===== src/hw/rtl/ntcs_pkg.sv =====
// ----------------------------------------------------------------------------
// ntcs_pkg: shared types and constants for the cube texel sampler
// Opcodes, status codes, register indexes, the config bundle and the word
// that travels from the front end to the back end.
// ----------------------------------------------------------------------------
package ntcs_pkg;

	localparam int STORE_BYTES = 65536;
	localparam int ADDR_W      = $clog2(STORE_BYTES);
	localparam int BANKS       = 4;
	localparam int ROWS        = STORE_BYTES / BANKS;
	localparam int ROW_W       = ADDR_W - 2;
	localparam int MAX_EXTENT  = 256;
	localparam int EXT_W       = 9;
	localparam int TEX_W       = 9;
	localparam int QUO_W       = 8;
	localparam int NUM_W       = 25;
	localparam int DEN_W       = 17;
	localparam int QDEPTH      = 4;
	localparam int QPTR_W      = 2;
	localparam int QCNT_W      = 3;

	localparam logic [1:0] OP_WRITE = 2'd0;
	localparam logic [1:0] OP_FACE  = 2'd1;
	localparam logic [1:0] OP_2D    = 2'd2;
	localparam logic [1:0] OP_CUBE  = 2'd3;

	localparam logic [2:0] ST_OK         = 3'd0;
	localparam logic [2:0] ST_NOT_READY  = 3'd1;
	localparam logic [2:0] ST_WRONG_TYPE = 3'd2;
	localparam logic [2:0] ST_BAD_FACE   = 3'd3;
	localparam logic [2:0] ST_OOB        = 3'd4;
	localparam logic [2:0] ST_ZERO_DIR   = 3'd5;

	localparam logic [2:0] REG_EXTENT_X      = 3'd0;
	localparam logic [2:0] REG_EXTENT_Y      = 3'd1;
	localparam logic [2:0] REG_EXTENT_Z      = 3'd2;
	localparam logic [2:0] REG_CHANNEL_COUNT = 3'd3;
	localparam logic [2:0] REG_TEXTURE_KIND  = 3'd4;
	localparam logic [2:0] REG_LOADED_BYTES  = 3'd5;
	localparam logic [2:0] REG_READY         = 3'd6;

	typedef struct packed {
		logic [EXT_W-1:0] extent_x;
		logic [EXT_W-1:0] extent_y;
		logic [EXT_W-1:0] extent_z;
		logic [2:0]       channel_count;
		logic             texture_kind;
		logic [16:0]      loaded_bytes;
		logic             ready;
	} cfg_t;

	typedef struct packed {
		logic              is_write;
		logic              is_cube;
		logic [2:0]        err;
		logic [2:0]        face;
		logic [TEX_W-1:0]  tx;
		logic [TEX_W-1:0]  ty;
		logic [TEX_W-1:0]  tz;
		logic [ADDR_W-1:0] waddr;
		logic [7:0]        wbyte;
	} work_t;

	// extent limited to 1..MAX_EXTENT
	function automatic logic [EXT_W-1:0] clamp_ext(input logic [EXT_W-1:0] e);
		logic [EXT_W-1:0] r;
		if (e == '0)
			r = EXT_W'(1);
		else if (e > EXT_W'(MAX_EXTENT))
			r = EXT_W'(MAX_EXTENT);
		else
			r = e;
		return r;
	endfunction

	function automatic logic [QUO_W-1:0] ext_m1(input logic [EXT_W-1:0] e);
		logic [EXT_W-1:0] c;
		c = clamp_ext(e) - EXT_W'(1);
		return c[QUO_W-1:0];
	endfunction

endpackage


===== src/hw/rtl/ntcs_div.sv =====
// ----------------------------------------------------------------------------
// ntcs_div: pipelined restoring divider
// One quotient bit per stage, eight stages; quotient must fit in 8 bits.
// ----------------------------------------------------------------------------
module ntcs_div (
	input  logic                        clk,
	input  logic [ntcs_pkg::NUM_W-1:0]  num,
	input  logic [ntcs_pkg::DEN_W-1:0]  den,
	output logic [ntcs_pkg::QUO_W-1:0]  quo
);

	logic [ntcs_pkg::NUM_W-1:0] rem_s [ntcs_pkg::QUO_W];
	logic [ntcs_pkg::DEN_W-1:0] den_s [ntcs_pkg::QUO_W];
	logic [ntcs_pkg::QUO_W-1:0] quo_s [ntcs_pkg::QUO_W];

	for (genvar k = 0; k < ntcs_pkg::QUO_W; k++) begin : g_stage
		logic [ntcs_pkg::NUM_W-1:0] rin;
		logic [ntcs_pkg::DEN_W-1:0] din;
		logic [ntcs_pkg::QUO_W-1:0] qin;
		logic [ntcs_pkg::NUM_W-1:0] dsh;
		logic                       ge;

		if (k == 0) begin : g_first
			assign rin = num;
			assign din = den;
			assign qin = '0;
		end else begin : g_next
			assign rin = rem_s[k-1];
			assign din = den_s[k-1];
			assign qin = quo_s[k-1];
		end

		assign dsh = ntcs_pkg::NUM_W'(din) << (ntcs_pkg::QUO_W - 1 - k);
		assign ge  = (rin >= dsh);

		always_ff @(posedge clk) begin
			rem_s[k] <= ge ? (rin - dsh) : rin;
			den_s[k] <= din;
			quo_s[k] <= {qin[ntcs_pkg::QUO_W-2:0], ge};
		end
	end

	assign quo = quo_s[ntcs_pkg::QUO_W-1];

endmodule


===== src/hw/rtl/ntcs_front.sv =====
// ----------------------------------------------------------------------------
// ntcs_front: command classification and texel coordinate generation
// Early status checks, cube face pick, Q1.16 rounding and cube division.
// ----------------------------------------------------------------------------
module ntcs_front (
	input  logic                  clk,
	input  logic                  arst_n,
	input  ntcs_pkg::cfg_t        cfg,
	input  logic                  take,
	input  logic [1:0]            opcode,
	input  logic [15:0]           write_address,
	input  logic [7:0]            write_byte,
	input  logic [16:0]           coord_u,
	input  logic [16:0]           coord_v,
	input  logic [16:0]           coord_w,
	input  logic [2:0]            face_select,
	input  logic signed [15:0]    dir_x,
	input  logic signed [15:0]    dir_y,
	input  logic signed [15:0]    dir_z,
	output logic                  push,
	output ntcs_pkg::work_t       push_word
);

	localparam int DL = ntcs_pkg::QUO_W;

	logic [ntcs_pkg::QUO_W-1:0] exm1, eym1, ezm1;
	assign exm1 = ntcs_pkg::ext_m1(cfg.extent_x);
	assign eym1 = ntcs_pkg::ext_m1(cfg.extent_y);
	assign ezm1 = ntcs_pkg::ext_m1(cfg.extent_z);

	// ---- classification and cube axis pick ----
	logic signed [16:0] x, y, z, cu, cv;
	logic [16:0]        ax, ay, az, m;
	logic [2:0]         cface;
	logic [17:0]        su, sv;
	logic [25:0]        pu, pv, pw;
	ntcs_pkg::work_t    w_in;

	assign x  = {dir_x[15], dir_x};
	assign y  = {dir_y[15], dir_y};
	assign z  = {dir_z[15], dir_z};
	assign ax = x[16] ? 17'(-x) : 17'(x);
	assign ay = y[16] ? 17'(-y) : 17'(y);
	assign az = z[16] ? 17'(-z) : 17'(z);

	always_comb begin
		if (az >= ax && az >= ay) begin
			m = az;
			if (z[16]) begin
				cface = 3'd5; cu = -x; cv = -y;
			end else begin
				cface = 3'd4; cu = x;  cv = -y;
			end
		end else if (ay >= ax) begin
			m = ay;
			if (y[16]) begin
				cface = 3'd3; cu = x; cv = -z;
			end else begin
				cface = 3'd2; cu = x; cv = z;
			end
		end else begin
			m = ax;
			if (x[16]) begin
				cface = 3'd1; cu = z;  cv = -y;
			end else begin
				cface = 3'd0; cu = -z; cv = -y;
			end
		end
	end

	// c + m lies in 0..2m
	assign su = {cu[16], cu} + {1'b0, m};
	assign sv = {cv[16], cv} + {1'b0, m};

	// round to nearest texel: (q*(ext-1) + half) >> 16
	assign pu = 26'(coord_u) * 26'(exm1) + 26'd32768;
	assign pv = 26'(coord_v) * 26'(eym1) + 26'd32768;
	assign pw = 26'(coord_w) * 26'(ezm1) + 26'd32768;

	always_comb begin
		w_in          = '0;
		w_in.is_write = (opcode == ntcs_pkg::OP_WRITE);
		w_in.is_cube  = (opcode == ntcs_pkg::OP_CUBE);
		w_in.waddr    = write_address;
		w_in.wbyte    = write_byte;
		w_in.tx       = pu[24:16];
		w_in.ty       = pv[24:16];
		w_in.tz       = (opcode == ntcs_pkg::OP_FACE) ? pw[24:16] : '0;
		case (opcode)
			ntcs_pkg::OP_FACE: w_in.face = face_select;
			ntcs_pkg::OP_CUBE: w_in.face = cface;
			default:           w_in.face = '0;
		endcase
		if (opcode == ntcs_pkg::OP_WRITE)
			w_in.err = ntcs_pkg::ST_OK;
		else if ((opcode == ntcs_pkg::OP_2D && cfg.texture_kind) ||
			(opcode == ntcs_pkg::OP_CUBE && !cfg.texture_kind))
			w_in.err = ntcs_pkg::ST_WRONG_TYPE;
		else if (!cfg.ready)
			w_in.err = ntcs_pkg::ST_NOT_READY;
		else if (opcode == ntcs_pkg::OP_CUBE && m == '0)
			w_in.err = ntcs_pkg::ST_ZERO_DIR;
		else
			w_in.err = ntcs_pkg::ST_OK;
	end

	// ---- stage 1 ----
	logic            v_s1;
	ntcs_pkg::work_t w_s1;
	logic [16:0]     nu_s1, nv_s1, m_s1;

	always_ff @(posedge clk or negedge arst_n) begin
		if (!arst_n) begin
			v_s1 <= 1'b0;
		end else begin
			v_s1 <= take;
		end
	end

	always_ff @(posedge clk) begin
		w_s1  <= w_in;
		nu_s1 <= su[16:0];
		nv_s1 <= sv[16:0];
		m_s1  <= m;
	end

	// ---- stage 2: cube numerator and divisor ----
	logic                       v_s2;
	ntcs_pkg::work_t            w_s2;
	logic [ntcs_pkg::NUM_W-1:0] numu_s2, numv_s2;
	logic [ntcs_pkg::DEN_W-1:0] den_s2;

	always_ff @(posedge clk or negedge arst_n) begin
		if (!arst_n) begin
			v_s2 <= 1'b0;
		end else begin
			v_s2 <= v_s1;
		end
	end

	always_ff @(posedge clk) begin
		w_s2    <= w_s1;
		numu_s2 <= ntcs_pkg::NUM_W'(nu_s1) * ntcs_pkg::NUM_W'(exm1) + ntcs_pkg::NUM_W'(m_s1);
		numv_s2 <= ntcs_pkg::NUM_W'(nv_s1) * ntcs_pkg::NUM_W'(eym1) + ntcs_pkg::NUM_W'(m_s1);
		den_s2  <= {m_s1[15:0], 1'b0};
	end

	// ---- divider stages, side data runs alongside ----
	logic [ntcs_pkg::QUO_W-1:0] qu, qv;

	ntcs_div u_div_u (.clk(clk), .num(numu_s2), .den(den_s2), .quo(qu));
	ntcs_div u_div_v (.clk(clk), .num(numv_s2), .den(den_s2), .quo(qv));

	logic            v_d [DL];
	ntcs_pkg::work_t w_d [DL];

	for (genvar k = 0; k < DL; k++) begin : g_side
		always_ff @(posedge clk or negedge arst_n) begin
			if (!arst_n) begin
				v_d[k] <= 1'b0;
			end else begin
				v_d[k] <= (k == 0) ? v_s2 : v_d[k == 0 ? 0 : k-1];
			end
		end
		always_ff @(posedge clk) begin
			w_d[k] <= (k == 0) ? w_s2 : w_d[k == 0 ? 0 : k-1];
		end
	end

	always_comb begin
		push_word = w_d[DL-1];
		if (w_d[DL-1].is_cube) begin
			push_word.tx = ntcs_pkg::TEX_W'(qu);
			push_word.ty = ntcs_pkg::TEX_W'(qv);
		end
	end

	assign push = v_d[DL-1];

endmodule


===== config.mk =====
export PLATFORM = sky130hd
export DESIGN_NAME = ntcs_front
export DESIGN_NICKNAME = d
export VERILOG_FILES = /design/src/hw/rtl/ntcs_pkg.sv /design/src/hw/rtl/ntcs_div.sv /design/src/hw/rtl/ntcs_front.sv
export SDC_FILE = /design/constraint.sdc
export NUM_CORES = 2
export LEC_CHECK = 0
export ABC_AREA = 0
export BUFFER_PORTS_ARGS = -buffer_cell sky130_fd_sc_hd__buf_2
export CORE_MARGIN = 2
export CORE_UTILIZATION = 57
export DETAILED_ROUTE_END_ITERATION = 7
export GPL_ROUTABILITY_DRIVEN = 0
export PLACE_DENSITY = 0.85
export SYNTH_ARGS = -nofsm -noshare
export SYNTH_HDL_FRONTEND = slang
export SYNTH_HIERARCHICAL = 1
export SYNTH_SLANG_ARGS = --single-unit

===== constraint.sdc =====
create_clock -name clk -period 4.8 [get_ports clk]
set_clock_uncertainty 0.2 [all_clocks]
set_input_delay 0.72 -clock clk [delete_from_list [all_inputs] [get_ports clk]]
set_output_delay 0.72 -clock clk [all_outputs]
set_load 0.05 [all_outputs]

==> results.yml <==
cts:
  path_clk_slew_ps: 70
  cts_max_level: 4
  clock-root-buffer: "clkbuf_16"
  cts_sinks: 1377
  cts_tree: "yes"
  numCtsBuffers: 133
  clk_latency_ps: 780
  clk_path_buf_depth: 3
finish:
  area_growth_pct: 23.1
  final_nets: 9797
  drive_gt1_share_pct: 21.3
logic_synthesis:
  synth_top_area_share_pct: 37.6
  yosys-top-cells-area: "dfxtp_1 38%, fa_1 14%, ha_1 11%"
  yosysSeqAreaShare_pct: 37.9
  ys_types: 102
  async_flop_share_pct: 0.726
  syn_inst: 7516
  avgSynthCellArea_um2: 9.69
  synth_top_area_cell: "dfxtp_1"
  synth_edf_count: 0
  synth_flop_cell: "dfxtp_1"
  synth_area_um2: 72800
  synth-seq-cells: 1377
  yosys_warnings: 6
worst_setup_path:
  cp-startpoint: "cfg[24]"
  end_kind: "flip-flop"
  cp-endpoint: "w_s1[30]"
  crit_path_frequent_cell: "fa_1"
  cp.required_ps: 5290
  r2r-end: "numu_s2[23]"
  rr_worst_depth: 14
  crit_type: "primary input to flip-flop"
  max_stage_delay_ps: 550
  cp_max_fo: 5
  worstPathArrival_ps: 7060
  crit_path_start_kind: "primary input"
  timing.rr.start: "nu_s1[6]"
  worst-r2r-setup-slack_ps: -430
  cp_slowest_cell: "fa_1"
global_route:
  grt.total_usage_pct: 28.8
  top_usage_layer: "met2"
  grt_overflow_total: 0
  grt_max_degree: 39
  met3_usage_pct: 5.44
  grt_pass1_vias: 60500
  antenna_found_initial: 15
  grt_pass1_wl_um: 305000
  use_met2_pct: 49.2
  grt_use_met1_pct: 32.5
sta:
  finalSetupViolCount: 102
  maxSlewViolCount: 0
  worst_pin_slew_ps: 1290
  finalCriticalPeriod_ps: 6570
  fmax_ghz: 0.152
  hold_viol: 0
  period_share_pct: 137
  postLayoutSetupSlackWorst_ps: -1770
  max-slew-margin-rel_pct: 14.0
  rsz0062_at_grt: "true"
floorplanning:
  coreArea_um2: 127000
  dieHeight_um: 362
  start_util_pct: 57.3
  dieWidth_um: 362
  ios: 240
  dieArea_um2: 131000
  rows: 131
job:
  max_cap_viol_count: 0
drt:
  wire_per_inst_um: 21.1
  drt_first_pass_iters: 8
  drtAntennaViolNets: 0
  drtIter0Drc: 7338
  wirelength_um: 217000
  num_vias: 60900
  vias_per_cell: 5.92
  route.detailed.drc: 144
outcome:
  outcome: "complete, but fails checks"
  violations: "DRC, setup timing"
placement:
  port-buffer-count: 219
  hpwlAfterDp_um: 130000
  post-place-ws_ps: -2340
hold_path:
  hold_path_class: "primary input to flip-flop"
[routing by layer]
metal / wire length (µm) / vias up / share of wire (%)
li1: - / 26500 / -
met1: 75100 / 28300 / 35
met2: 98800 / 4307 / 46
met3: 22100 / 1669 / 10
met4: 20500 / 12 / 9.5
met5: 131 / - / 0.060
[synth_stat cells (all sizes together), types with 23 or more instances]
| library cell | n |
|---|---|
| clkbuf | 138 |
| mux2i | 26 |
| dfxtp | 1367 |
| o211ai | 28 |
| o21a | 65 |
| nor3 | 106 |
| o31ai | 46 |
| fa | 497 |
| nor2 | 286 |
| mux2 | 55 |
| buf | 69 |
| o21bai | 24 |
| a21oi | 360 |
| nand3 | 88 |
| or3 | 42 |
| nor4 | 46 |
| xor2 | 159 |
| nor2b | 104 |
| a21o | 100 |
| a211oi | 51 |
| nand2 | 613 |
| or4 | 23 |
| inv | 1093 |
| ha | 622 |
| o21ai | 343 |
| and2 | 404 |
| or2 | 36 |
| nand4 | 46 |
| xnor2 | 215 |
| and3 | 50 |
| a31oi | 45 |
| nand2b | 106 |
[final cells by class]
type                       count  area, µm²
timing repair buffer        1050       8110
inverter                    1093       4150
multi-input combinational   4843      43100
clock buffer                 174       3650
clock inverter                66        981
tap                         1662       2080
sequential                  1377      27600
antenna                       11       27.5
fill                        7890      37500
[worst min path at each step]
stage | startpoint | to | slack, ps | cells after the start
after floorplan | u_div_u/quo_s[0][8] | u_div_u/quo_s[0][17] | 110 | 0
after global placement | w_d[0][68] | w_d[0][127] | 110 | 0
after detailed placement | u_div_u/quo_s[1][3] | u_div_u/quo_s[1][12] | 110 | 0
after CTS | opcode[1] | w_s1[58] | 0.5 | 2
after global routing | opcode[1] | w_s1[58] | 60 | 2
final | opcode[1] | w_s1[58] | 70 | 2
[critical path, delay by kind of cell]
kind | cells | cell delay (ps)
and+or+nand+nor | 8 | 1410
AOI/OAI and AO/OA | 9 | 1780
adders and majority gates | 6 | 2520
buffers and inverters | 5 | 580
[state kept, by name, summed over array words and instances, names as in the netlist]
name	cells
w_d	472
u_div_u/rem_s	175
u_div_v/rem_s	175
u_div_u/den_s	119
u_div_v/den_s	119
w_s1	59
w_s2	59
u_div_u/quo_s	36
u_div_v/quo_s	36
numu_s2	25
numv_s2	25
m_s1	17
nu_s1	17
nv_s1	17
den_s2	16
v_d	7
push	1
v_s1	1
v_s2	1
[logic make-up after synthesis]
family                   after synthesis  synth area share [%]
other                                  1               0.00515
adder cells (fa/ha/maj)             1119                  24.3
buffers and inverters               1300                  7.01
flip-flops                          1377                  37.9
AO/OA/AOI/OAI                       1250                  10.8
AND/OR/NAND/NOR                     2013                  14.2
XOR/XNOR                             375                  4.54
multiplexers                          81                  1.21
[repair_timing]
item	in CTS	in global routing
hold endpoints to repair	41	0
hold buffers	31	0
setup buffers	92	59
endpoints found under the setup margin	91	98
resized for setup	285	273
gates cloned	6	1
pin swaps	192	175
[cells in the final DEF (no fill, tap or decap), types with 63 or more instances in the layout]
master     count
o21ai_0      289
ha_1         567
nor2b_1      102
nand2_1      586
and2_1       369
dfxtp_1     1367
xor2_1       148
nand2b_1     100
nand3_1       85
nor3_1        82
nor2_1       258
a21oi_1      297
inv_1       1046
o21a_1        63
buf_2        208
xnor2_1      188
buf_4        699
clkbuf_16    134
fa_1         470
buf_6         83
a21o_1       100
[stage by stage]
step	TNS (ps)	cell area, µm²	utilization (%)	hold WS (ps)	cells
finish	-97670	89700	70.5	67.1	10300
global route	-110680	89700	70.5	56.8	10300
CTS	-53930	88100	69.3	0.519	10200
detailed placement	-158000	81000	63.7	112	9858
global placement	-141190	81000	63.7	110	9858
floorplan	-119070	74100	-	110	7519
Power is not shown: default switching activity piles up to over one toggle a cycle in this logic, so the estimate is an artifact.
