`src/hw/rtl/ntcs_pkg.sv`:
```
// ----------------------------------------------------------------------------
// ntcs_pkg: shared types and constants for the cube texel sampler
// Opcodes, status codes, register indexes, the config bundle and the word
// that travels from the front end to the back end.
// ----------------------------------------------------------------------------
package ntcs_pkg;

	localparam int STORE_BYTES = 65536;
	localparam int ADDR_W      = $clog2(STORE_BYTES);
	localparam int BANKS       = 4;
	localparam int ROWS        = STORE_BYTES / BANKS;
	localparam int ROW_W       = ADDR_W - 2;
	localparam int MAX_EXTENT  = 256;
	localparam int EXT_W       = 9;
	localparam int TEX_W       = 9;
	localparam int QUO_W       = 8;
	localparam int NUM_W       = 25;
	localparam int DEN_W       = 17;
	localparam int QDEPTH      = 4;
	localparam int QPTR_W      = 2;
	localparam int QCNT_W      = 3;

	localparam logic [1:0] OP_WRITE = 2'd0;
	localparam logic [1:0] OP_FACE  = 2'd1;
	localparam logic [1:0] OP_2D    = 2'd2;
	localparam logic [1:0] OP_CUBE  = 2'd3;

	localparam logic [2:0] ST_OK         = 3'd0;
	localparam logic [2:0] ST_NOT_READY  = 3'd1;
	localparam logic [2:0] ST_WRONG_TYPE = 3'd2;
	localparam logic [2:0] ST_BAD_FACE   = 3'd3;
	localparam logic [2:0] ST_OOB        = 3'd4;
	localparam logic [2:0] ST_ZERO_DIR   = 3'd5;

	localparam logic [2:0] REG_EXTENT_X      = 3'd0;
	localparam logic [2:0] REG_EXTENT_Y      = 3'd1;
	localparam logic [2:0] REG_EXTENT_Z      = 3'd2;
	localparam logic [2:0] REG_CHANNEL_COUNT = 3'd3;
	localparam logic [2:0] REG_TEXTURE_KIND  = 3'd4;
	localparam logic [2:0] REG_LOADED_BYTES  = 3'd5;
	localparam logic [2:0] REG_READY         = 3'd6;

	typedef struct packed {
		logic [EXT_W-1:0] extent_x;
		logic [EXT_W-1:0] extent_y;
		logic [EXT_W-1:0] extent_z;
		logic [2:0]       channel_count;
		logic             texture_kind;
		logic [16:0]      loaded_bytes;
		logic             ready;
	} cfg_t;

	typedef struct packed {
		logic              is_write;
		logic              is_cube;
		logic [2:0]        err;
		logic [2:0]        face;
		logic [TEX_W-1:0]  tx;
		logic [TEX_W-1:0]  ty;
		logic [TEX_W-1:0]  tz;
		logic [ADDR_W-1:0] waddr;
		logic [7:0]        wbyte;
	} work_t;

	// extent limited to 1..MAX_EXTENT
	function automatic logic [EXT_W-1:0] clamp_ext(input logic [EXT_W-1:0] e);
		logic [EXT_W-1:0] r;
		if (e == '0)
			r = EXT_W'(1);
		else if (e > EXT_W'(MAX_EXTENT))
			r = EXT_W'(MAX_EXTENT);
		else
			r = e;
		return r;
	endfunction

	function automatic logic [QUO_W-1:0] ext_m1(input logic [EXT_W-1:0] e);
		logic [EXT_W-1:0] c;
		c = clamp_ext(e) - EXT_W'(1);
		return c[QUO_W-1:0];
	endfunction

endpackage

```
`src/hw/rtl/ntcs_queue.sv`:
```
// ----------------------------------------------------------------------------
// ntcs_queue: short word queue between front end and back end
// Register based, head visible combinationally.
// ----------------------------------------------------------------------------
module ntcs_queue (
	input  logic                        clk,
	input  logic                        arst_n,
	input  logic                        push,
	input  ntcs_pkg::work_t             push_word,
	input  logic                        pop,
	output ntcs_pkg::work_t             head,
	output logic                        empty,
	output logic                        full
);

	ntcs_pkg::work_t             mem_q [ntcs_pkg::QDEPTH];
	logic [ntcs_pkg::QPTR_W-1:0] wr_ptr_q, rd_ptr_q;
	logic [ntcs_pkg::QCNT_W-1:0] cnt_q;

	assign empty = (cnt_q == '0);
	assign full  = (cnt_q == ntcs_pkg::QCNT_W'(ntcs_pkg::QDEPTH));
	assign head  = mem_q[rd_ptr_q];

	always_ff @(posedge clk or negedge arst_n) begin
		if (!arst_n) begin
			wr_ptr_q <= '0;
			rd_ptr_q <= '0;
			cnt_q    <= '0;
		end else begin
			if (push)
				wr_ptr_q <= wr_ptr_q + 1'b1;
			if (pop)
				rd_ptr_q <= rd_ptr_q + 1'b1;
			if (push && !pop)
				cnt_q <= cnt_q + 1'b1;
			else if (pop && !push)
				cnt_q <= cnt_q - 1'b1;
		end
	end

	always_ff @(posedge clk) begin
		if (push)
			mem_q[wr_ptr_q] <= push_word;
	end

	a_no_overflow: assert property (@(posedge clk) disable iff (!arst_n)
		!(push && full && !pop))
		else $error("queue overflow");

	a_no_underflow: assert property (@(posedge clk) disable iff (!arst_n)
		pop |-> !empty)
		else $error("queue underflow");

	a_count_up: assert property (@(posedge clk) disable iff (!arst_n)
		(push && !pop) |=> (cnt_q == $past(cnt_q) + 1'b1))
		else $error("queue count mismatch");

endmodule

```
`config.mk`:
```
export PLATFORM = sky130hd
export DESIGN_NAME = ntcs_queue
export DESIGN_NICKNAME = d
export VERILOG_FILES = /design/src/hw/rtl/ntcs_pkg.sv /design/src/hw/rtl/ntcs_queue.sv
export SDC_FILE = /design/constraint.sdc
export NUM_CORES = 1
export LEC_CHECK = 0
export CAP_MARGIN = 20
export CORE_UTILIZATION = 62
export CTS_CLUSTER_SIZE = 12
export DETAILED_ROUTE_END_ITERATION = 16
export DONT_BUFFER_PORTS = 1
export PLACE_DENSITY_LB_ADDON = 0.08
export RECOVER_POWER = 25
export SLEW_MARGIN = 20
export SYNTH_ARGS = -nofsm -noshare
export SYNTH_HDL_FRONTEND = slang
export SYNTH_SLANG_ARGS = --single-unit
export TNS_END_PERCENT = 20
```
`constraint.sdc`:
```
create_clock -name clk -period 3.2 [get_ports clk]
set_clock_uncertainty 0.2 [all_clocks]
set_input_delay 0.16 -clock clk [delete_from_list [all_inputs] [get_ports clk]]
set_output_delay 0.16 -clock clk [all_outputs]
set_load 0.03 [all_outputs]
```
==> impl_metrics.prom, run 1 <==
# TYPE chip_impl_metric gauge
chip_impl_metric{name="chipWidth",unit="µm"} 122
chip_impl_metric{name="synthMuxAreaShare",unit="%"} 15.0
chip_impl_metric{name="adder_cell_area_share_of_the_yosys_netlist",unit="%"} 0.920
chip_impl_metric{name="cell_area_synth",unit="µm²"} 8970
chip_impl_metric{name="cts_sinks",unit=""} 243
chip_impl_metric{name="synthXorXnorAreaFrac",unit="%"} 0.586
chip_impl_metric{name="report.final.slew_viol_count",unit=""} 0
chip_impl_metric{name="num-nets-final",unit=""} 496
chip_impl_metric{name="cts-htree-levels",unit=""} 1
chip_impl_metric{name="yosysSeqAreaShare",unit="%"} 80.9
chip_impl_metric{name="sum_of_internal_switching_and_leakage_power",unit="mW"} 10.1
chip_impl_metric{name="routed_wirelength",unit="mm"} 14.8
chip_impl_metric{name="layout.filler_cells",unit=""} 780
chip_impl_metric{name="total_area_of_multi_input_combinational_cells",unit="µm²"} 1540
chip_impl_metric{name="critPathMaxFanout",unit=""} 23
chip_impl_metric{name="num_rows",unit=""} 43
chip_impl_metric{name="antennaDiodeCount",unit=""} 0
chip_impl_metric{name="clkLatencyLatePin",unit="ps"} 500
chip_impl_metric{name="finalHoldViolCount",unit=""} 0
chip_impl_info{name="critical-path-slowest-cell",value="dfrtp_4"} 1
chip_impl_metric{name="wl_met2",unit="mm"} 7.83
chip_impl_metric{name="avgRoutedWirePerCell",unit="µm"} 23.9
chip_impl_info{name="outcome",value="complete, no violations"} 1
chip_impl_metric{name="dp_hpwl",unit="mm"} 8.05
chip_impl_metric{name="power_leakage",unit="nW"} 3.41
chip_impl_metric{name="synth_nets",unit=""} 412
chip_impl_metric{name="netlist_instances",unit=""} 343
chip_impl_metric{name="postRouteAntennaNets",unit=""} 0
chip_impl_metric{name="met3WireLength",unit="µm"} 995
chip_impl_metric{name="clk_pin_slew",unit="ps"} 60
chip_impl_metric{name="post-place-ws",unit="ps"} 981
chip_impl_metric{name="cp_data_required_time",unit="ps"} 2840
chip_impl_info{name="hp-class",value="in2reg"} 1
chip_impl_info{name="tritoncts",value="yes"} 1
chip_impl_metric{name="cts_made_buffers",unit=""} 25
chip_impl_info{name="timing.critical_path.from_type",value="register"} 1
chip_impl_metric{name="drt_first_pass_iters",unit=""} 4
chip_impl_metric{name="maximum_clock_path_buffer_count",unit=""} 3
chip_impl_metric{name="ir_drop",unit="V"} 0.000789
chip_impl_metric{name="gr-usage-all-layers",unit="%"} 20.7
chip_impl_metric{name="final_wtd_congestion",unit=""} 0.674
chip_impl_info{name="layout_commonest_cell",value="edfxtp_1"} 1
chip_impl_metric{name="seqCellArea",unit="µm²"} 7270
chip_impl_metric{name="cts-resized-gates",unit=""} 0
chip_impl_metric{name="fin_worst_hold_slack",unit="ps"} 79.8
chip_impl_metric{name="initial_utilization",unit="%"} 64.2
chip_impl_metric{name="tightestPinTransition",unit="ps"} 949
chip_impl_metric{name="cp.arrival",unit="ps"} 2310
chip_impl_metric{name="die_height",unit="µm"} 122
chip_impl_metric{name="first_pass_grt_wire_length",unit="mm"} 22.7
chip_impl_metric{name="ys_ff_latch",unit=""} 243
chip_impl_metric{name="dr.first_iter.drc_count",unit=""} 266
chip_impl_metric{name="setup_slack",unit="ps"} 526
chip_impl_metric{name="clock.fmax",unit="GHz"} 0.374
chip_impl_metric{name="boundaryPins",unit=""} 124
chip_impl_metric{name="period_needed",unit="ps"} 2670
chip_impl_info{name="rsz0062_at_grt",value="no"} 1
chip_impl_metric{name="fp.coreArea",unit="µm²"} 14000
chip_impl_metric{name="report.final.setup_viol",unit=""} 0
chip_impl_metric{name="delay_contributed_by_the_slowest_stage_of_the_critical_path",unit="ps"} 730
chip_impl_metric{name="drv_cap",unit=""} 0
chip_impl_metric{name="area_growth_syn_to_layout",unit="%"} 16.8
chip_impl_info{name="critical-path-top-delay-family",value="flip-flops"} 1
chip_impl_metric{name="proportion_of_layout_cells_with_a_drive_suffix_above_1",unit="%"} 23.7
chip_impl_metric{name="synthSimpleGateAreaFrac",unit="%"} 0.544
chip_impl_metric{name="metal_1_wl",unit="mm"} 5.65
chip_impl_metric{name="maximum_number_of_pins_on_one_net_before_global_route_repair",unit=""} 60
chip_impl_metric{name="via_per_inst",unit=""} 6.05
chip_impl_info{name="final_cell_mix",value="236 x edfxtp_1, 63 x dlygate4sd3_1, 58 x mux4_2, 25 x clkbuf_16, 7 x buf_4"} 1
chip_impl_metric{name="timing.setup.tns",unit="ps"} 0
chip_impl_metric{name="worstPathBufferInverterCount",unit=""} 1
chip_impl_metric{name="fp.dieArea",unit="µm²"} 15000
chip_impl_metric{name="synth-compound-area-share",unit="%"} 0.0558
chip_impl_metric{name="post-route-util",unit="%"} 74.9
chip_impl_metric{name="power_density",unit="nW/µm²"} 959
chip_impl_info{name="crit_path_cell_trace",value="buf_4 > mux4_2"} 1
chip_impl_metric{name="vias",unit=""} 3736
chip_impl_metric{name="number_of_distinct_library_cell_variants_in_the_gate_level_netlist_after_synthesis",unit=""} 20
chip_impl_metric{name="sum_of_overflow_across_all_layers_after_global_routing",unit=""} 0
chip_impl_metric{name="drcViolationCount",unit=""} 0
chip_impl_info{name="largest_family_of_logic_cells_by_synthesized_area",value="multiplexers"} 1
chip_impl_metric{name="finalCritPeriodShare",unit="%"} 83.6
chip_impl_metric{name="buffer_ports.inserted",unit=""} 0
chip_impl_metric{name="max-slew-margin-rel",unit="%"} 36.6
chip_impl_info{name="clockRootBuffer",value="clkbuf_16"} 1
chip_impl_metric{name="antenna_found_initial",unit=""} 0
chip_impl_info{name="highest_metal_layer_used_by_the_detailed_router",value="met4"} 1
chip_impl_info{name="timing_worst_setup_path_type",value="reg2out"} 1
chip_impl_metric{name="number_of_global_route_vias_before_repair",unit=""} 4086
chip_impl_metric{name="avgSynthCellArea",unit="µm²"} 26.2
chip_impl_info{name="worstSetupEndpointType",value="output port"} 1
chip_impl_metric{name="yosysWarnings",unit=""} 0
==> registers in the layout, indices dropped and copies added, names as in the netlist <==
name,count
rd_ptr_q,2
cnt_q,3
mem_q,236
wr_ptr_q,2
==> stage by stage <==
step                      cell area, µm²  std cells
after floorplan                     8970        343
after global placement              9120        517
after detailed placement            9120        517
after CTS                          10500        618
after global routing               10500        618
final                              10500        618
==> cell usage after synthesis <==
cell	n	area, µm²
nor3b_1	1	7.51
nor3_1	1	5.00
dfrtp_1	7	175
mux2_2	1	11.3
buf_2	6	30.0
buf_12	6	120
o21ai_0	1	5.00
ha_1	5	62.6
xnor2_1	2	17.5
inv_1	4	15.0
edfxtp_1	236	7090
and2_1	4	25.0
xor2_1	4	35.0
buf_6	1	11.3
fa_1	1	20.0
mux4_1	1	26.3
mux4_2	58	1310
clkbuf_1	1	3.75
nor2_1	1	3.75
nand2_1	2	7.51
==> worst register-to-register path, delay by kind of cell (launching register included) <==
family	cells	cell delay (ps)
adders and majority gates	1	140
buffers and inverters	1	100
DFF	1	420
and+or+nand+nor	1	740
==> report_power, final <==
group	internal [mW]	leakage (nW)	switching [mW]
Sequential	4.18	2.25	0.265
Combinational	0.996	0.803	2.01
Clock	1.54	0.358	1.06
==> kinds of logic (layout without fill, tap and decap cells) <==
family | count (synthesis) | after routing
compound gates | 1 | 1
xor+xnor | 6 | 6
fa+ha+maj | 6 | 6
buf+inv | 18 | 113
flops | 243 | 243
mux | 60 | 60
simple gates | 9 | 9
==> final cells by class <==
class	instances	area share [%]
Clock buffer	32	6.41
Timing Repair Buffer	71	6.71
Clock inverter	6	0.537
Multi-Input combinational cell	82	14.7
Sequential cell	243	69.3
Tap cell	180	2.15
Inverter	4	0.143
==> layer usage <==
| metal | global-route usage (%) | vias to the layer above |
|---|---|---|
| met2 | 36.1 | 132 |
| met4 | 6.25 | 0 |
| li1 | - | 1621 |
| met1 | 25.6 | 1956 |
| met3 | 5.16 | 27 |
| met5 | 0 | - |
==> final timing paths <==
path / startpoint / end / slack (ps) / cells past startpoint
worst max-delay path: rd_ptr_q[0]$_DFFE_PN0P_ / head[30] / 530 / 2
worst min-delay path: push / mem_q[1][36]$_DFFE_PP_ / 80 / 2
worst max register to register: wr_ptr_q[0]$_DFFE_PN0P_ / mem_q[2][34]$_DFFE_PP_ / 1210 / 3
worst min register to register: cnt_q[2]$_DFFE_PN0P_ / cnt_q[2]$_DFFE_PN0P_ / 290 / 1
max in group asynchronous: arst_n / rd_ptr_q[0]$_DFFE_PN0P_ / 2130 / 2
min in group asynchronous: arst_n / wr_ptr_q[1]$_DFFE_PN0P_ / 360 / 2
==> repair_timing <==
action                                 4_1_cts  5_1_grt
hold buffers                                63        0
setup buffers                                0        0
endpoints found under the hold margin      250        0
Note: power is estimated with default switching activity, not from simulation.
==> run 2, diff against run 1 <==
clock period = 2.68 ns   (was 3.2 ns; I/O delays follow)
==> run 2 against run 1 <==
Against the previous run:
- sequential power rose by 20%
- highest routed layer unchanged
- largest power group unchanged
- largest cell class unchanged
- worst hold slack got worse by 67 ps
- critical endpoint is now head[53]
- global-route usage fell by 0.25 points
- first-iteration DRC count rose by 11%
- flip-flop and latch count did not move
- critical path depth did not move
- non-clock buffer count rose by 9
- combinational power rose by 26%
==> impl_metrics.prom, run 2 (synthesized netlist as in run 1, its figures left out) <==
# TYPE chip_impl_metric gauge
chip_impl_metric{name="initial_utilization",unit="%"} 64.2
chip_impl_metric{name="drv_cap",unit=""} 0
chip_impl_metric{name="tightestPinTransition",unit="ps"} 629
chip_impl_metric{name="timing.setup.tns",unit="ps"} 0
chip_impl_metric{name="number_of_global_route_vias_before_repair",unit=""} 4102
chip_impl_metric{name="cts_made_buffers",unit=""} 25
chip_impl_info{name="worstSetupEndpointType",value="output port"} 1
chip_impl_metric{name="delay_contributed_by_the_slowest_stage_of_the_critical_path",unit="ps"} 660
chip_impl_info{name="crit_path_cell_trace",value="buf_12 > mux4_2"} 1
chip_impl_info{name="outcome",value="complete, no violations"} 1
chip_impl_info{name="critical-path-slowest-cell",value="mux4_2"} 1
chip_impl_info{name="rsz0062_at_grt",value="no"} 1
chip_impl_metric{name="max-slew-margin-rel",unit="%"} 58.1
chip_impl_metric{name="antenna_found_initial",unit=""} 1
chip_impl_metric{name="chipWidth",unit="µm"} 122
chip_impl_metric{name="maximum_number_of_pins_on_one_net_before_global_route_repair",unit=""} 42
chip_impl_info{name="layout_commonest_cell",value="edfxtp_1"} 1
chip_impl_metric{name="final_wtd_congestion",unit=""} 0.722
chip_impl_metric{name="worstPathBufferInverterCount",unit=""} 1
chip_impl_metric{name="cp_data_required_time",unit="ps"} 2350
chip_impl_metric{name="area_growth_syn_to_layout",unit="%"} 18.2
chip_impl_metric{name="timing.reg2reg.setup_slack",unit="ps"} 870
chip_impl_metric{name="post-route-cell-area",unit="µm²"} 10600
chip_impl_metric{name="fp.coreArea",unit="µm²"} 14000
chip_impl_metric{name="via_per_inst",unit=""} 5.98
chip_impl_metric{name="cts_sinks",unit=""} 243
chip_impl_metric{name="gr-usage-all-layers",unit="%"} 20.4
chip_impl_info{name="timing_worst_setup_path_type",value="reg2out"} 1
chip_impl_metric{name="finalHoldViolCount",unit=""} 0
chip_impl_metric{name="ir_drop",unit="V"} 0.000735
chip_impl_metric{name="proportion_of_layout_cells_with_a_drive_suffix_above_1",unit="%"} 24.9
chip_impl_metric{name="maximum_clock_path_buffer_count",unit=""} 3
chip_impl_metric{name="num_rows",unit=""} 43
chip_impl_metric{name="dp_hpwl",unit="mm"} 8.58
chip_impl_metric{name="die_height",unit="µm"} 122
chip_impl_metric{name="drcViolationCount",unit=""} 0
chip_impl_info{name="regMostFlops",value="mem_q"} 1
chip_impl_info{name="worstReg2RegStart",value="wr_ptr_q[0]$_DFFE_PN0P_"} 1
chip_impl_metric{name="cp_num_cells",unit=""} 2
chip_impl_metric{name="power_leakage",unit="nW"} 3.47
chip_impl_metric{name="largest_register_ff_count",unit=""} 236
chip_impl_metric{name="power_density",unit="nW/µm²"} 1140
chip_impl_metric{name="sum_of_overflow_across_all_layers_after_global_routing",unit=""} 0
chip_impl_metric{name="drt_first_pass_iters",unit=""} 4
chip_impl_metric{name="period_needed",unit="ps"} 2410
chip_impl_info{name="timing.critical_path.from_type",value="register"} 1
chip_impl_metric{name="boundaryPins",unit=""} 124
chip_impl_metric{name="dr.first_iter.drc_count",unit=""} 295
chip_impl_metric{name="placed_instance_area",unit="µm²"} 9240
chip_impl_metric{name="first_pass_grt_wire_length",unit="mm"} 22.3
chip_impl_metric{name="buffer_ports.inserted",unit=""} 0
chip_impl_info{name="hp-class",value="in2reg"} 1
chip_impl_metric{name="cp.arrival",unit="ps"} 2070
chip_impl_info{name="tritoncts",value="yes"} 1
chip_impl_metric{name="avgRoutedWirePerCell",unit="µm"} 23.6
chip_impl_metric{name="finalCritPeriodShare",unit="%"} 89.8
chip_impl_info{name="critical-path-top-delay-family",value="multiplexers"} 1
chip_impl_metric{name="reg2regPathDepth",unit=""} 4
chip_impl_info{name="timing.critical_path.from",value="rd_ptr_q[0]$_DFFE_PN0P_"} 1
chip_impl_metric{name="layout.filler_cells",unit=""} 744
chip_impl_info{name="timing.critical_path.to",value="head[53]"} 1
chip_impl_metric{name="report.final.setup_viol",unit=""} 0
chip_impl_info{name="clockRootBuffer",value="clkbuf_16"} 1
chip_impl_metric{name="stdcell_count",unit=""} 630
chip_impl_metric{name="clock.fmax",unit="GHz"} 0.415
chip_impl_metric{name="place.detailed.instances",unit=""} 525
chip_impl_metric{name="vias",unit=""} 3766
chip_impl_metric{name="fp.dieArea",unit="µm²"} 15000
chip_impl_metric{name="num-nets-final",unit=""} 505
chip_impl_metric{name="clkLatencyLatePin",unit="ps"} 500
chip_impl_info{name="final_cell_mix",value="236 x edfxtp_1, 63 x dlygate4sd3_1, 58 x mux4_2, 25 x clkbuf_16, 10 x buf_4"} 1
chip_impl_info{name="top_regs",value="mem_q: 236 flops, cnt_q: 3 flops"} 1
chip_impl_metric{name="clk_pin_slew",unit="ps"} 60
chip_impl_metric{name="report.final.slew_viol_count",unit=""} 0
chip_impl_metric{name="cts-htree-levels",unit=""} 1
chip_impl_metric{name="postRouteAntennaNets",unit=""} 0
chip_impl_metric{name="routed_wirelength",unit="mm"} 14.9
chip_impl_info{name="critical_path.reg2reg.endpoint",value="mem_q[2][43]$_DFFE_PP_"} 1
chip_impl_metric{name="post-route-util",unit="%"} 75.8
chip_impl_metric{name="sum_of_internal_switching_and_leakage_power",unit="mW"} 12.1
chip_impl_metric{name="critPathMaxFanout",unit=""} 23
-- run 2: changes by cell type in the layout (fill, tap and decap cells not counted), sizes merged --
cell	delta
inv	+1
clkinv	-1
buf	+9
bufinv	-1
diode	+1
clkbuf	+3
-- run 2: cell type report --
type / instances / area (µm²) / area share [%]
Inverter: 4 / 15.0 / 0.142
Sequential cell: 243 / 7270 / 68.5
Clock buffer: 35 / 673 / 6.35
Multi-Input combinational cell: 82 / 1540 / 14.5
Tap cell: 180 / 225 / 2.12
Antenna cell: 1 / 2.50 / 0.0236
Timing Repair Buffer: 80 / 853 / 8.04
Clock inverter: 5 / 31.3 / 0.295
-- run 2: worst register-to-register path, stage by stage (launching register included) --
cell and delay (ps):
dfrtp_1 420, inv_1 100, ha_1 140, and2_4 340
buf_4 290
-- run 2: worst min path at each step --
stage	depth (start not counted)	from	endpoint	slack, ps
floorplan	0	arst_n	cnt_q[0]$_DFFE_PN0P_	-360
global placement	0	arst_n	cnt_q[1]$_DFFE_PN0P_	-360
detailed placement	0	arst_n	cnt_q[0]$_DFFE_PN0P_	-360
CTS	2	push	mem_q[1][55]$_DFFE_PP_	10
global route	2	push	mem_q[1][39]$_DFFE_PP_	20
finish	2	push	mem_q[1][39]$_DFFE_PP_	10
-- run 2: what timing repair did --
| item | in CTS | in global routing |
|---|---|---|
| setup buffers | 0 | 1 |
| setup endpoints to repair | 0 | 33 |
| hold buffers | 63 | 0 |
| gates resized for setup | 0 | 0 |
| endpoints found under the hold margin | 277 | 0 |
-- run 2: per-layer routing --
layer	routed length, µm	part of all wire [%]	up-vias	track usage, %
li1	-	-	1643	-
met1	5890	40	1977	26.5
met2	7700	52	119	34.3
met3	959	6.5	27	5.07
met4	305	2.1	0	6.55
met5	0	0	-	0
-- run 2: stage by stage --
step	hold WS [ps]	setup slack, ps
final	12.9	273
after CTS	11.6	44.6
after global placement	-361	586
after global routing	17.2	169
after floorplan	-362	48.1
after detailed placement	-361	580
-- run 2: power breakdown --
group | internal [mW] | switching, mW
sequential | 4.98 | 0.328
clock | 1.74 | 1.26
combinational | 1.35 | 2.43
total | 8.06 | 4.02
